===== config.mk =====
export PLATFORM = sky130hd
export DESIGN_NAME = sm83_alu
export DESIGN_NICKNAME = d
export VERILOG_FILES = /design/src/rtl/sm83_pkg.sv /design/src/rtl/sm83_exec.sv /design/src/rtl/sm83_alu.sv
export SDC_FILE = /design/constraint.sdc
export NUM_CORES = 1
export LEC_CHECK = 0
export BUFFER_PORTS_ARGS = -buffer_cell sky130_fd_sc_hd__buf_2
export CAP_MARGIN = 20
export CORE_MARGIN = 5
export CORE_UTILIZATION = 25
export CTS_CLUSTER_SIZE = 8
export DETAILED_ROUTE_END_ITERATION = 10
export GPL_TIMING_DRIVEN = 0
export PLACE_DENSITY = 0.52
export SYNTH_ARGS = -nofsm -noshare
export SYNTH_HDL_FRONTEND = slang
export SYNTH_SLANG_ARGS = --single-unit

===== constraint.sdc =====
create_clock -name clk_i -period 7.96 [get_ports clk_i]
set_input_delay 2.388 -clock clk_i [delete_from_list [all_inputs] [get_ports clk_i]]
set_output_delay 2.388 -clock clk_i [all_outputs]
set_load 0.03 [all_outputs]

===== src/rtl/sm83_pkg.sv =====
// Shared types and constants for the SM83 ALU: operation codes, flag layout
// and the word structures passed between the register stages and the datapath.
// No dependencies.
`default_nettype none

package sm83_pkg;

  typedef enum logic [4:0] {
    OP_ADD    = 5'd0,
    OP_ADC    = 5'd1,
    OP_SUB    = 5'd2,
    OP_SBC    = 5'd3,
    OP_CP     = 5'd4,
    OP_AND    = 5'd5,
    OP_OR     = 5'd6,
    OP_XOR    = 5'd7,
    OP_ADD_HL = 5'd8,
    OP_ADD_SP = 5'd9,
    OP_INC16  = 5'd10,
    OP_DEC16  = 5'd11,
    OP_SWAP   = 5'd12,
    OP_INC    = 5'd13,
    OP_DEC    = 5'd14,
    OP_DAA    = 5'd15,
    OP_CPL    = 5'd16,
    OP_CCF    = 5'd17,
    OP_SCF    = 5'd18,
    OP_RLC    = 5'd19,
    OP_RL     = 5'd20,
    OP_RRC    = 5'd21,
    OP_RR     = 5'd22,
    OP_SLA    = 5'd23,
    OP_SRA    = 5'd24,
    OP_SRL    = 5'd25,
    OP_BIT    = 5'd26,
    OP_SET    = 5'd27,
    OP_RES    = 5'd28
  } op_e;

  // Flag register layout: bit 3 Z, bit 2 N, bit 1 H, bit 0 C.
  typedef struct packed {
    logic z;
    logic n;
    logic h;
    logic c;
  } flags_t;

  localparam logic [7:0] DAA_LIMIT   = 8'h99;
  localparam logic [7:0] DAA_ADJ_LO  = 8'h06;
  localparam logic [7:0] DAA_ADJ_HI  = 8'h60;
  localparam logic [3:0] BCD_MAX     = 4'd9;

  typedef struct packed {
    logic [4:0]  kind;
    logic [15:0] operand;
    logic [15:0] base_word;
    logic [2:0]  bit_index;
    logic        shift_in;
  } item_t;

  typedef struct packed {
    logic [7:0]  acc;
    flags_t      flags;
    logic [7:0]  byte_res;
    logic [15:0] word_res;
    logic        msb_out;
  } result_t;

endpackage

`default_nettype wire


===== src/rtl/sm83_exec.sv =====
// Combinational datapath of the SM83 ALU: one operation on the current
// accumulator and flags. Depends on sm83_pkg.
`default_nettype none

module sm83_exec (
  input  sm83_pkg::item_t   item_i,
  input  logic [7:0]        acc_i,
  input  sm83_pkg::flags_t  flags_i,
  output sm83_pkg::result_t res_o
);

  logic [7:0]  v;
  logic        c;
  logic [8:0]  add_sum;
  logic [4:0]  add_half;
  logic [8:0]  sub_diff;
  logic [4:0]  sub_half;
  logic        cin_arith;
  logic [16:0] hl_sum;
  logic [12:0] hl_half;
  logic [8:0]  sp_low;
  logic [4:0]  sp_half;
  logic [15:0] sp_sum;
  logic        daa_lo;
  logic        daa_hi;
  logic [7:0]  daa_adj;
  logic [7:0]  daa_res;
  logic [7:0]  bit_mask;
  logic [7:0]  byte_r;
  logic [7:0]  acc_r;

  assign v = item_i.operand[7:0];
  assign c = flags_i.c;

  // Carry in of the 8-bit adder and subtractor: only ADC and SBC use C.
  assign cin_arith = ((sm83_pkg::op_e'(item_i.kind) == sm83_pkg::OP_ADC) ||
                      (sm83_pkg::op_e'(item_i.kind) == sm83_pkg::OP_SBC)) ? c : 1'b0;

  assign add_sum  = {1'b0, acc_i} + {1'b0, v} + {8'd0, cin_arith};
  assign add_half = {1'b0, acc_i[3:0]} + {1'b0, v[3:0]} + {4'd0, cin_arith};
  // Bit 8 and bit 4 of the differences are the borrows.
  assign sub_diff = {1'b0, acc_i} - {1'b0, v} - {8'd0, cin_arith};
  assign sub_half = {1'b0, acc_i[3:0]} - {1'b0, v[3:0]} - {4'd0, cin_arith};

  assign hl_sum  = {1'b0, item_i.base_word} + {1'b0, item_i.operand};
  assign hl_half = {1'b0, item_i.base_word[11:0]} + {1'b0, item_i.operand[11:0]};

  assign sp_low  = {1'b0, item_i.base_word[7:0]} + {1'b0, v};
  assign sp_half = {1'b0, item_i.base_word[3:0]} + {1'b0, v[3:0]};
  assign sp_sum  = item_i.base_word + {{8{v[7]}}, v};

  assign daa_lo  = flags_i.n ? flags_i.h : (flags_i.h || (acc_i[3:0] > sm83_pkg::BCD_MAX));
  assign daa_hi  = flags_i.n ? c : (c || (acc_i > sm83_pkg::DAA_LIMIT));
  assign daa_adj = (daa_lo ? sm83_pkg::DAA_ADJ_LO : 8'd0) |
                   (daa_hi ? sm83_pkg::DAA_ADJ_HI : 8'd0);
  assign daa_res = flags_i.n ? (acc_i - daa_adj) : (acc_i + daa_adj);

  assign bit_mask = 8'h01 << item_i.bit_index;

  always_comb begin
    res_o           = '0;
    res_o.acc       = acc_i;
    res_o.flags     = flags_i;
    byte_r          = '0;
    acc_r           = '0;
    unique case (sm83_pkg::op_e'(item_i.kind))
      sm83_pkg::OP_ADD, sm83_pkg::OP_ADC: begin
        res_o.acc   = add_sum[7:0];
        res_o.flags = '{z: (add_sum[7:0] == 8'd0), n: 1'b0, h: add_half[4], c: add_sum[8]};
      end
      sm83_pkg::OP_SUB, sm83_pkg::OP_SBC, sm83_pkg::OP_CP: begin
        if (sm83_pkg::op_e'(item_i.kind) != sm83_pkg::OP_CP) begin
          res_o.acc = sub_diff[7:0];
        end
        res_o.flags = '{z: (sub_diff[7:0] == 8'd0), n: 1'b1, h: sub_half[4],
                        c: sub_diff[8]};
      end
      sm83_pkg::OP_AND: begin
        acc_r       = acc_i & v;
        res_o.acc   = acc_r;
        res_o.flags = '{z: (acc_r == 8'd0), n: 1'b0, h: 1'b1, c: 1'b0};
      end
      sm83_pkg::OP_OR: begin
        acc_r       = acc_i | v;
        res_o.acc   = acc_r;
        res_o.flags = '{z: (acc_r == 8'd0), n: 1'b0, h: 1'b0, c: 1'b0};
      end
      sm83_pkg::OP_XOR: begin
        acc_r       = acc_i ^ v;
        res_o.acc   = acc_r;
        res_o.flags = '{z: (acc_r == 8'd0), n: 1'b0, h: 1'b0, c: 1'b0};
      end
      sm83_pkg::OP_ADD_HL: begin
        res_o.word_res = hl_sum[15:0];
        res_o.flags    = '{z: flags_i.z, n: 1'b0, h: hl_half[12], c: hl_sum[16]};
      end
      sm83_pkg::OP_ADD_SP: begin
        res_o.word_res = sp_sum;
        res_o.flags    = '{z: 1'b0, n: 1'b0, h: sp_half[4], c: sp_low[8]};
      end
      sm83_pkg::OP_INC16: res_o.word_res = item_i.base_word + 16'd1;
      sm83_pkg::OP_DEC16: res_o.word_res = item_i.base_word - 16'd1;
      sm83_pkg::OP_SWAP: begin
        byte_r         = {v[3:0], v[7:4]};
        res_o.byte_res = byte_r;
        res_o.flags    = '{z: (byte_r == 8'd0), n: 1'b0, h: 1'b0, c: 1'b0};
      end
      sm83_pkg::OP_INC: begin
        byte_r         = v + 8'd1;
        res_o.byte_res = byte_r;
        res_o.flags    = '{z: (byte_r == 8'd0), n: 1'b0, h: (v[3:0] == 4'hF), c: c};
      end
      sm83_pkg::OP_DEC: begin
        byte_r         = v - 8'd1;
        res_o.byte_res = byte_r;
        res_o.flags    = '{z: (byte_r == 8'd0), n: 1'b1, h: (v[3:0] == 4'h0), c: c};
      end
      sm83_pkg::OP_DAA: begin
        res_o.acc   = daa_res;
        res_o.flags = '{z: (daa_res == 8'd0), n: flags_i.n, h: 1'b0,
                        c: (flags_i.n ? c : daa_hi)};
      end
      sm83_pkg::OP_CPL: begin
        res_o.acc     = ~acc_i;
        res_o.flags.n = 1'b1;
        res_o.flags.h = 1'b1;
      end
      sm83_pkg::OP_CCF: res_o.flags = '{z: flags_i.z, n: 1'b0, h: 1'b0, c: ~c};
      sm83_pkg::OP_SCF: res_o.flags = '{z: flags_i.z, n: 1'b0, h: 1'b0, c: 1'b1};
      sm83_pkg::OP_RLC: begin
        res_o.byte_res = {v[6:0], v[7]};
        res_o.msb_out  = v[7];
      end
      sm83_pkg::OP_RL: begin
        res_o.byte_res = {v[6:0], item_i.shift_in};
        res_o.msb_out  = v[7];
      end
      sm83_pkg::OP_RRC, sm83_pkg::OP_RR, sm83_pkg::OP_SRA, sm83_pkg::OP_SRL: begin
        priority case (sm83_pkg::op_e'(item_i.kind))
          sm83_pkg::OP_RRC: byte_r = {v[0], v[7:1]};
          sm83_pkg::OP_RR:  byte_r = {c, v[7:1]};
          sm83_pkg::OP_SRA: byte_r = {v[7], v[7:1]};
          default:          byte_r = {1'b0, v[7:1]};
        endcase
        res_o.byte_res = byte_r;
        res_o.flags    = '{z: (byte_r == 8'd0), n: 1'b0, h: 1'b0, c: v[0]};
      end
      sm83_pkg::OP_SLA: begin
        byte_r         = {v[6:0], 1'b0};
        res_o.byte_res = byte_r;
        res_o.flags    = '{z: (byte_r == 8'd0), n: 1'b0, h: 1'b0, c: v[7]};
      end
      sm83_pkg::OP_BIT: res_o.flags = '{z: ~v[item_i.bit_index], n: 1'b0, h: 1'b1, c: c};
      sm83_pkg::OP_SET: res_o.byte_res = v | bit_mask;
      sm83_pkg::OP_RES: res_o.byte_res = v & ~bit_mask;
      default: begin
        // Selector codes past RES leave the accumulator and the flags as they are.
        res_o.acc = acc_i;
      end
    endcase
  end

endmodule

`default_nettype wire


===== src/rtl/sm83_alu.sv =====
// Top level of the SM83 ALU: input register, accumulator and flag state,
// result register and the handshake. Depends on sm83_pkg and sm83_exec.
`default_nettype none

// The SM83 ALU executes one operation per word and keeps the accumulator and
// the Z, N, H and C flags between words. It sustains one word per clock cycle
// while the consumer does not stall the result register. A word taken in sits
// in the input register, is executed by a single pass of combinational logic
// against the current accumulator and flags, and its result is loaded into the
// result register together with the new accumulator and flags as soon as the
// result register is empty or its word is being taken, so the word that follows
// directly sees the state left by the one before. When the result register is
// full and the consumer stalls, the word in the input register waits, and
// in_stall_o rises only then; while the input register can move on, a new word
// is taken in the same cycle. Every word yields exactly one result word
// carrying the accumulator, the flags, the 8-bit and 16-bit results and the
// old bit 7 of the left rotates; results that an operation does not produce
// read as zero. Reset clears the accumulator and the flags.

module sm83_alu (
  input  logic        clk_i,
  input  logic        rst_ni,
  input  logic        in_valid_i,
  output logic        in_stall_o,
  input  logic [4:0]  kind_i,
  input  logic [15:0] operand_i,
  input  logic [15:0] base_word_i,
  input  logic [2:0]  bit_index_i,
  input  logic        shift_in_i,
  output logic        out_valid_o,
  input  logic        out_stall_i,
  output logic [7:0]  acc_out_o,
  output logic [3:0]  flags_out_o,
  output logic [7:0]  byte_result_o,
  output logic [15:0] word_result_o,
  output logic        msb_out_o
);

  sm83_pkg::item_t   item_q;
  logic              item_valid_q;
  sm83_pkg::result_t res_d;
  sm83_pkg::result_t res_q;
  logic              res_valid_q;
  logic [7:0]        acc_q;
  sm83_pkg::flags_t  flags_q;

  logic advance;
  logic accept;

  // The word in the input register executes when the result register is
  // empty or its word is being taken at this edge.
  assign advance    = item_valid_q && (!res_valid_q || !out_stall_i);
  assign in_stall_o = item_valid_q && !advance;
  assign accept     = in_valid_i && !in_stall_o;

  sm83_exec u_exec (
    .item_i  (item_q),
    .acc_i   (acc_q),
    .flags_i (flags_q),
    .res_o   (res_d)
  );

  // Input register.
  always_ff @(posedge clk_i or negedge rst_ni) begin
    if (!rst_ni) begin
      item_valid_q <= 1'b0;
    end else if (accept) begin
      item_valid_q <= 1'b1;
    end else if (advance) begin
      item_valid_q <= 1'b0;
    end
  end

  always_ff @(posedge clk_i) begin
    if (accept) begin
      item_q <= '{kind: kind_i, operand: operand_i, base_word: base_word_i,
                  bit_index: bit_index_i, shift_in: shift_in_i};
    end
  end

  // Architectural state moves with every executed word.
  always_ff @(posedge clk_i or negedge rst_ni) begin
    if (!rst_ni) begin
      acc_q   <= '0;
      flags_q <= '0;
    end else if (advance) begin
      acc_q   <= res_d.acc;
      flags_q <= res_d.flags;
    end
  end

  // Result register.
  always_ff @(posedge clk_i or negedge rst_ni) begin
    if (!rst_ni) begin
      res_valid_q <= 1'b0;
    end else if (advance) begin
      res_valid_q <= 1'b1;
    end else if (!out_stall_i) begin
      res_valid_q <= 1'b0;
    end
  end

  always_ff @(posedge clk_i) begin
    if (advance) begin
      res_q <= res_d;
    end
  end

  assign out_valid_o   = res_valid_q;
  assign acc_out_o     = res_q.acc;
  assign flags_out_o   = res_q.flags;
  assign byte_result_o = res_q.byte_res;
  assign word_result_o = res_q.word_res;
  assign msb_out_o     = res_q.msb_out;

endmodule

`default_nettype wire

# [After elaboration in Yosys (flattened, before gate mapping)]
# Index checks and enable logic that the tools add are counted.
[totals] reg_bits=92 latchBits=0 mem_bits_rw=0 romBits=0 wordCells=138 mem_count=0
[classes] add_sub_neg=19 mul=0 div_mod_pow=0 order_cmp=3 eq_ne=31 n_shift=1 n_mux=22 n_bitwise=10 reduce_logical=32
[ops] cell="$logic_not 8->1" count=10
[ops] cell="$pmux 8 s9" count=1
[ops] cell="$eq 5x5->1 const B" count=13
[ops] cell="$pmux 16 s4" count=1
[ops] cell="$pmux 8 s7" count=1
[ops] cell="$eq 5x4->1 const B" count=8
[ops] cell="$mux 8" count=3
[ops] cell="$or 8x8->8" count=3
[ops] cell="$pmux 8 s3" count=1
[ops] cell="$eq 5x3->1 const B" count=4
[ops] cell="$pmux 2 s10" count=1
[ops] cell="$add 8x8->9" count=2
[ops] cell="$add 16x16->17" count=1
[ops] cell="$add 16x1->16 const B" count=1
[ops] cell="$add 16x16->16" count=1
[ops] cell="$and 8x8->8" count=2
[ops] cell="$not 8->8" count=2
[ops] cell="$sub 16x1->16 const B" count=1
[ops] cell="$add 12x12->13" count=1
[ops] cell="$pmux 1 s13" count=1
[ops] cell="$add 4x4->5" count=2
[ops] cell="$eq 5x2->1 const B" count=2
[ops] cell="$pmux 1 s10" count=1
[ops] cell="$reduce_or 10->1" count=1
[ops] cell="other kinds (34)" count=54

# [Longest topological paths before layout]
[logic_depth] ltp_word=9 depth_mapped=16

# [Hierarchy]
# A second synthesis with hierarchy kept.
[hier_totals] cells_unflattened=918 area_unflattened_um2=8211.6
[modules_own_cells] module="sm83_exec" instances=1 cells_per_inst=807 area_per_inst_um2=5281.3 seq_area_each_um2=0.0
[modules_own_cells] module="sm83_alu" instances=1 cells_per_inst=111 area_per_inst_um2=2930.3 seq_area_each_um2=2692.6

# [Worst setup path after synthesis]
# No wires, ideal clock.
[synth_path] kind="input port to output port" start="input port out_stall_i" end="output port in_stall_o" t_arrival_ns=2.701 required_time_ns=5.572 setup_slack_ns=2.871 stages=2 n_path_buf=0 path_cell_list="nand3_1 > inv_1"
[synth_between] elab_chain_cells=5
[synth_lines] element="from (decl)" line_no="sm83_alu.sv:31" rtl="input logic out_stall_i,"
[synth_lines] element="$logic_not 1->1"
[synth_lines] element="$logic_or 1x1->1" line_no="sm83_alu.sv:52" rtl="assign advance = item_valid_q && (!res_valid_q || !out_stall_i);"
[synth_lines] element="$logic_and 1x1->1" line_no="sm83_alu.sv:52"
[synth_lines] element="$logic_not 1->1" line_no="sm83_alu.sv:53" rtl="assign in_stall_o = item_valid_q && !advance;"
[synth_lines] element="$logic_and 1x1->1" line_no="sm83_alu.sv:53"
[synth_lines] element="to (decl)" line_no="sm83_alu.sv:24" rtl="output logic in_stall_o,"
# Every way passes these cells.

==> flow_summary.yaml <==
power:
  peakVddDrop_mv: 0.101
  p_leak_nw: 3.69
  p_per_area_nw_per_um2: 242
setup_path:
  cpMaxStageDelayCell: "edfxtp_1"
  arrival_ps: 5730
  critPathMaxStageDelay_ps: 660
  crit_path_max_fanout: 13
  reg2reg_depth: 16
  r2r_start: "item_q[20]"
  cp-start-kind: "flip-flop"
  r2r_slack_ps: 2330
  end_kind: "flip-flop"
  path_cells: "clkbuf_1 > inv_1 > ha_1 > clkbuf_1 > or3b_2 > nor3_1 > xnor2_1 > a21oi_1 > ha_1 > a21o_1 > nor3_1 > a21oi_1 > a211oi_1 > a21oi_1 > mux2i_1 > or4_1"
  reg2reg_to: "word_result_o[15]"
  crit_path_end: "word_result_o[15]"
  critical_path.startpoint: "item_q[20]"
  crit_top_cell: "a21oi_1"
  critical_path_class: "reg2reg"
  worst_ep_required_time_ps: 8050
die:
  die_y_um: 190
  start_util: 0.251
  die_x_um: 190
  core_area_um2: 32300
  placement_rows: 66
  die-area_um2: 36100
  ios: 84
routing:
  drtIter0Drc: 782
  dr.pass1.iters: 5
  drc_errors: 0
  via_per_inst: 5.19
  wirelength_um: 27000
  wl_per_cell_um: 19.0
  dr_total_vias: 7376
  ant_nets: 0
place:
  port_buffers: 83
  dpl.cell_count: 1406
  gp_congestion: 0.912
  dp_hpwl_um: 21200
cts:
  clock_path_buffers: 2
  cts.sinks: 92
  cts_tree: "done"
  ctsRootBufferMaster: "clkbuf_16"
  cts_hold_buffers: 0
  cts_buffers: 9
  clk_pin_slew_ps: 70
  postCtsSetupBuffers: 0
  post_cts_resized: 0
  clk_latency_ps: 370
  h-tree-depth: 3
yosys:
  synth.most_common_cell: "edfxtp_1"
  yosys.cell_types.count: 84
  postSynth.asyncResetShare: 0.152
  yosys-top-cells-area: "edfxtp_1 (29%), ha_1 (12%), dfrtp_1 (4.3%), a21oi_1 (3.8%), xnor2_1 (3.7%)"
  synth_mux_area_frac: 0.0267
  avgSynthCellArea_um2: 9.23
  yosysTopAreaCellShare: 0.289
  synthXorXnorAreaFrac: 0.0562
  synth_cells: 877
  synth_ff_type: "edfxtp_1"
  yosys.area_share.simple: 0.179
  netlist_area_um2: 8100
  synth_largest_area_cell: "edfxtp_1"
  synth_commonest_cells: "edfxtp_1 (78), ha_1 (75), nor2_1 (67)"
  syn_nets: 1003
  yosys_warnings: 0
  synth-compound-area-share: 0.228
  ys_seq_area_frac: 0.332
  synth_adder_area_share: 0.131
  ys_seq_elements: 92
  synth_edf_count: 78
  synth_top_family_by_area: "compound AO/OA/AOI/OAI gates"
global_route:
  grt_max_degree: 36
  groute.usage.overall: 0.147
  grt_first_pass_wirelength_um: 41600
  grt_pass1_vias: 7115
  antenna_found_initial: 0
  gr-total-overflow: 0
sta:
  min_period_over_period: 0.708
  max_freq_ghz: 0.178
  setup_viol: 0
  finalSetupTns_ps: 0
  clock_skew_ps: 12.1
  finalHoldViolations: 0
  grt_setup_unrepaired: "no"
  period_minus_slack_ps: 5630
  tightest_slew_ps: 880
  drv_slew: 0
  max_slew_margin: 0.409
run:
  max_cap_violations: 0
finish:
  fin_cells: 1422
  nets: 1101
  finalCoreUtilization: 0.291
  final_layout_size_suffix_gt1_frac: 0.159
  fill_cells: 3463
  n_antenna_cell: 0
  multi_input_area_um2: 5040
  regArea_um2: 2690
  area_growth_pct: 16.2
worst_hold_path:
  worstHoldPathCells: 1
  hold_class: "reg2reg"
status:
  outcome: "completed"
## registers in the layout, summed over array words and instances, names as in the netlist
name           cells
flags_q            4
word_result_o     16
flags_out_o        4
acc_out_o          8
acc_q              8
byte_result_o      8
msb_out_o          1
item_valid_q       1
item_q            41
out_valid_o        1
## worst min path at each step
stage                             from          end  slack, ps
final                     item_valid_q  out_valid_o        500
after detailed placement  item_valid_q  out_valid_o        490
after CTS                 item_valid_q  out_valid_o        500
after floorplan           item_valid_q  out_valid_o        460
after global routing      item_valid_q  out_valid_o        520
after global placement    item_valid_q  out_valid_o        480
## cell usage in the layout, fill, tap and decap left out, types with 12 or more instances in the layout
cell type / count
buf_2: 96
edfxtp_1: 78
ha_1: 75
nor2_1: 67
a21oi_1: 62
nand2_1: 59
o21ai_0: 50
inv_1: 43
xnor2_1: 34
nor3_1: 26
clkbuf_1: 22
nand3_1: 20
a21o_1: 18
xor2_1: 18
o22ai_1: 16
dfrtp_1: 14
nor4_1: 13
nand2b_1: 12
## critical path: cells and delay by family, from the launching register on
kind                       cells  cell delay (ps)
AOI/OAI and AO/OA              5             1100
xor gates and xnor gates       1              290
adders and majority gates      2              540
buffers and inverters          3             1000
DFF                            1              660
muxes                          1              150
and+or+nand+nor                4             1620
## layer usage
layer / wire [um] / track usage / vias to the layer above / share of wire
met3: 1750 / 0.0246 / 36 / 0.065
met5: 0 / 0 / - / 0
met4: 665 / 0.0454 / 0 / 0.025
li1: - / - / 3535 / -
met2: 11800 / 0.223 / 270 / 0.44
met1: 12800 / 0.215 / 3535 / 0.47
## metrics by stage
stage / cell area, um2 / power, W / setup WS (ps) / hold WS, ps
3_3_place_gp: 9070 / 0.00184 / 2370 / 476
3_5_place_dp: 9130 / 0.00185 / 2470 / 489
4_1_cts: 9410 / 0.00228 / 2450 / 498
5_1_grt: 9410 / 0.00243 / 2120 / 523
6_report: 9410 / 0.00227 / 2330 / 496
2_1_floorplan: 8100 / 0.00153 / 2870 / 457
## where the power goes
part	internal (W)	switching [W]	total [W]
logic	0.000462	0.000712	0.00117
clock network	0.000216	0.000202	0.000419
registers	0.000601	0.0000797	0.000681
## cell type report
cell class	instances	share of cell area
Buffer	43	0.0225
Clock buffer	9	0.0239
Clock inverter	7	0.00585
Inverter	44	0.0176
Multi-Input combinational cell	698	0.536
Sequential cell	92	0.286
Tap cell	442	0.0588
Timing Repair Buffer	87	0.0497
## cell families after synthesis
| kind of cell | after synthesis |
|---|---|
| fa+ha+maj | 81 |
| xor+xnor | 52 |
| flops | 92 |
| mux | 18 |
| simple gates | 277 |
| compound gates | 270 |
| buf+inv | 87 |
Note: power is estimated with default switching activity, not from simulation.
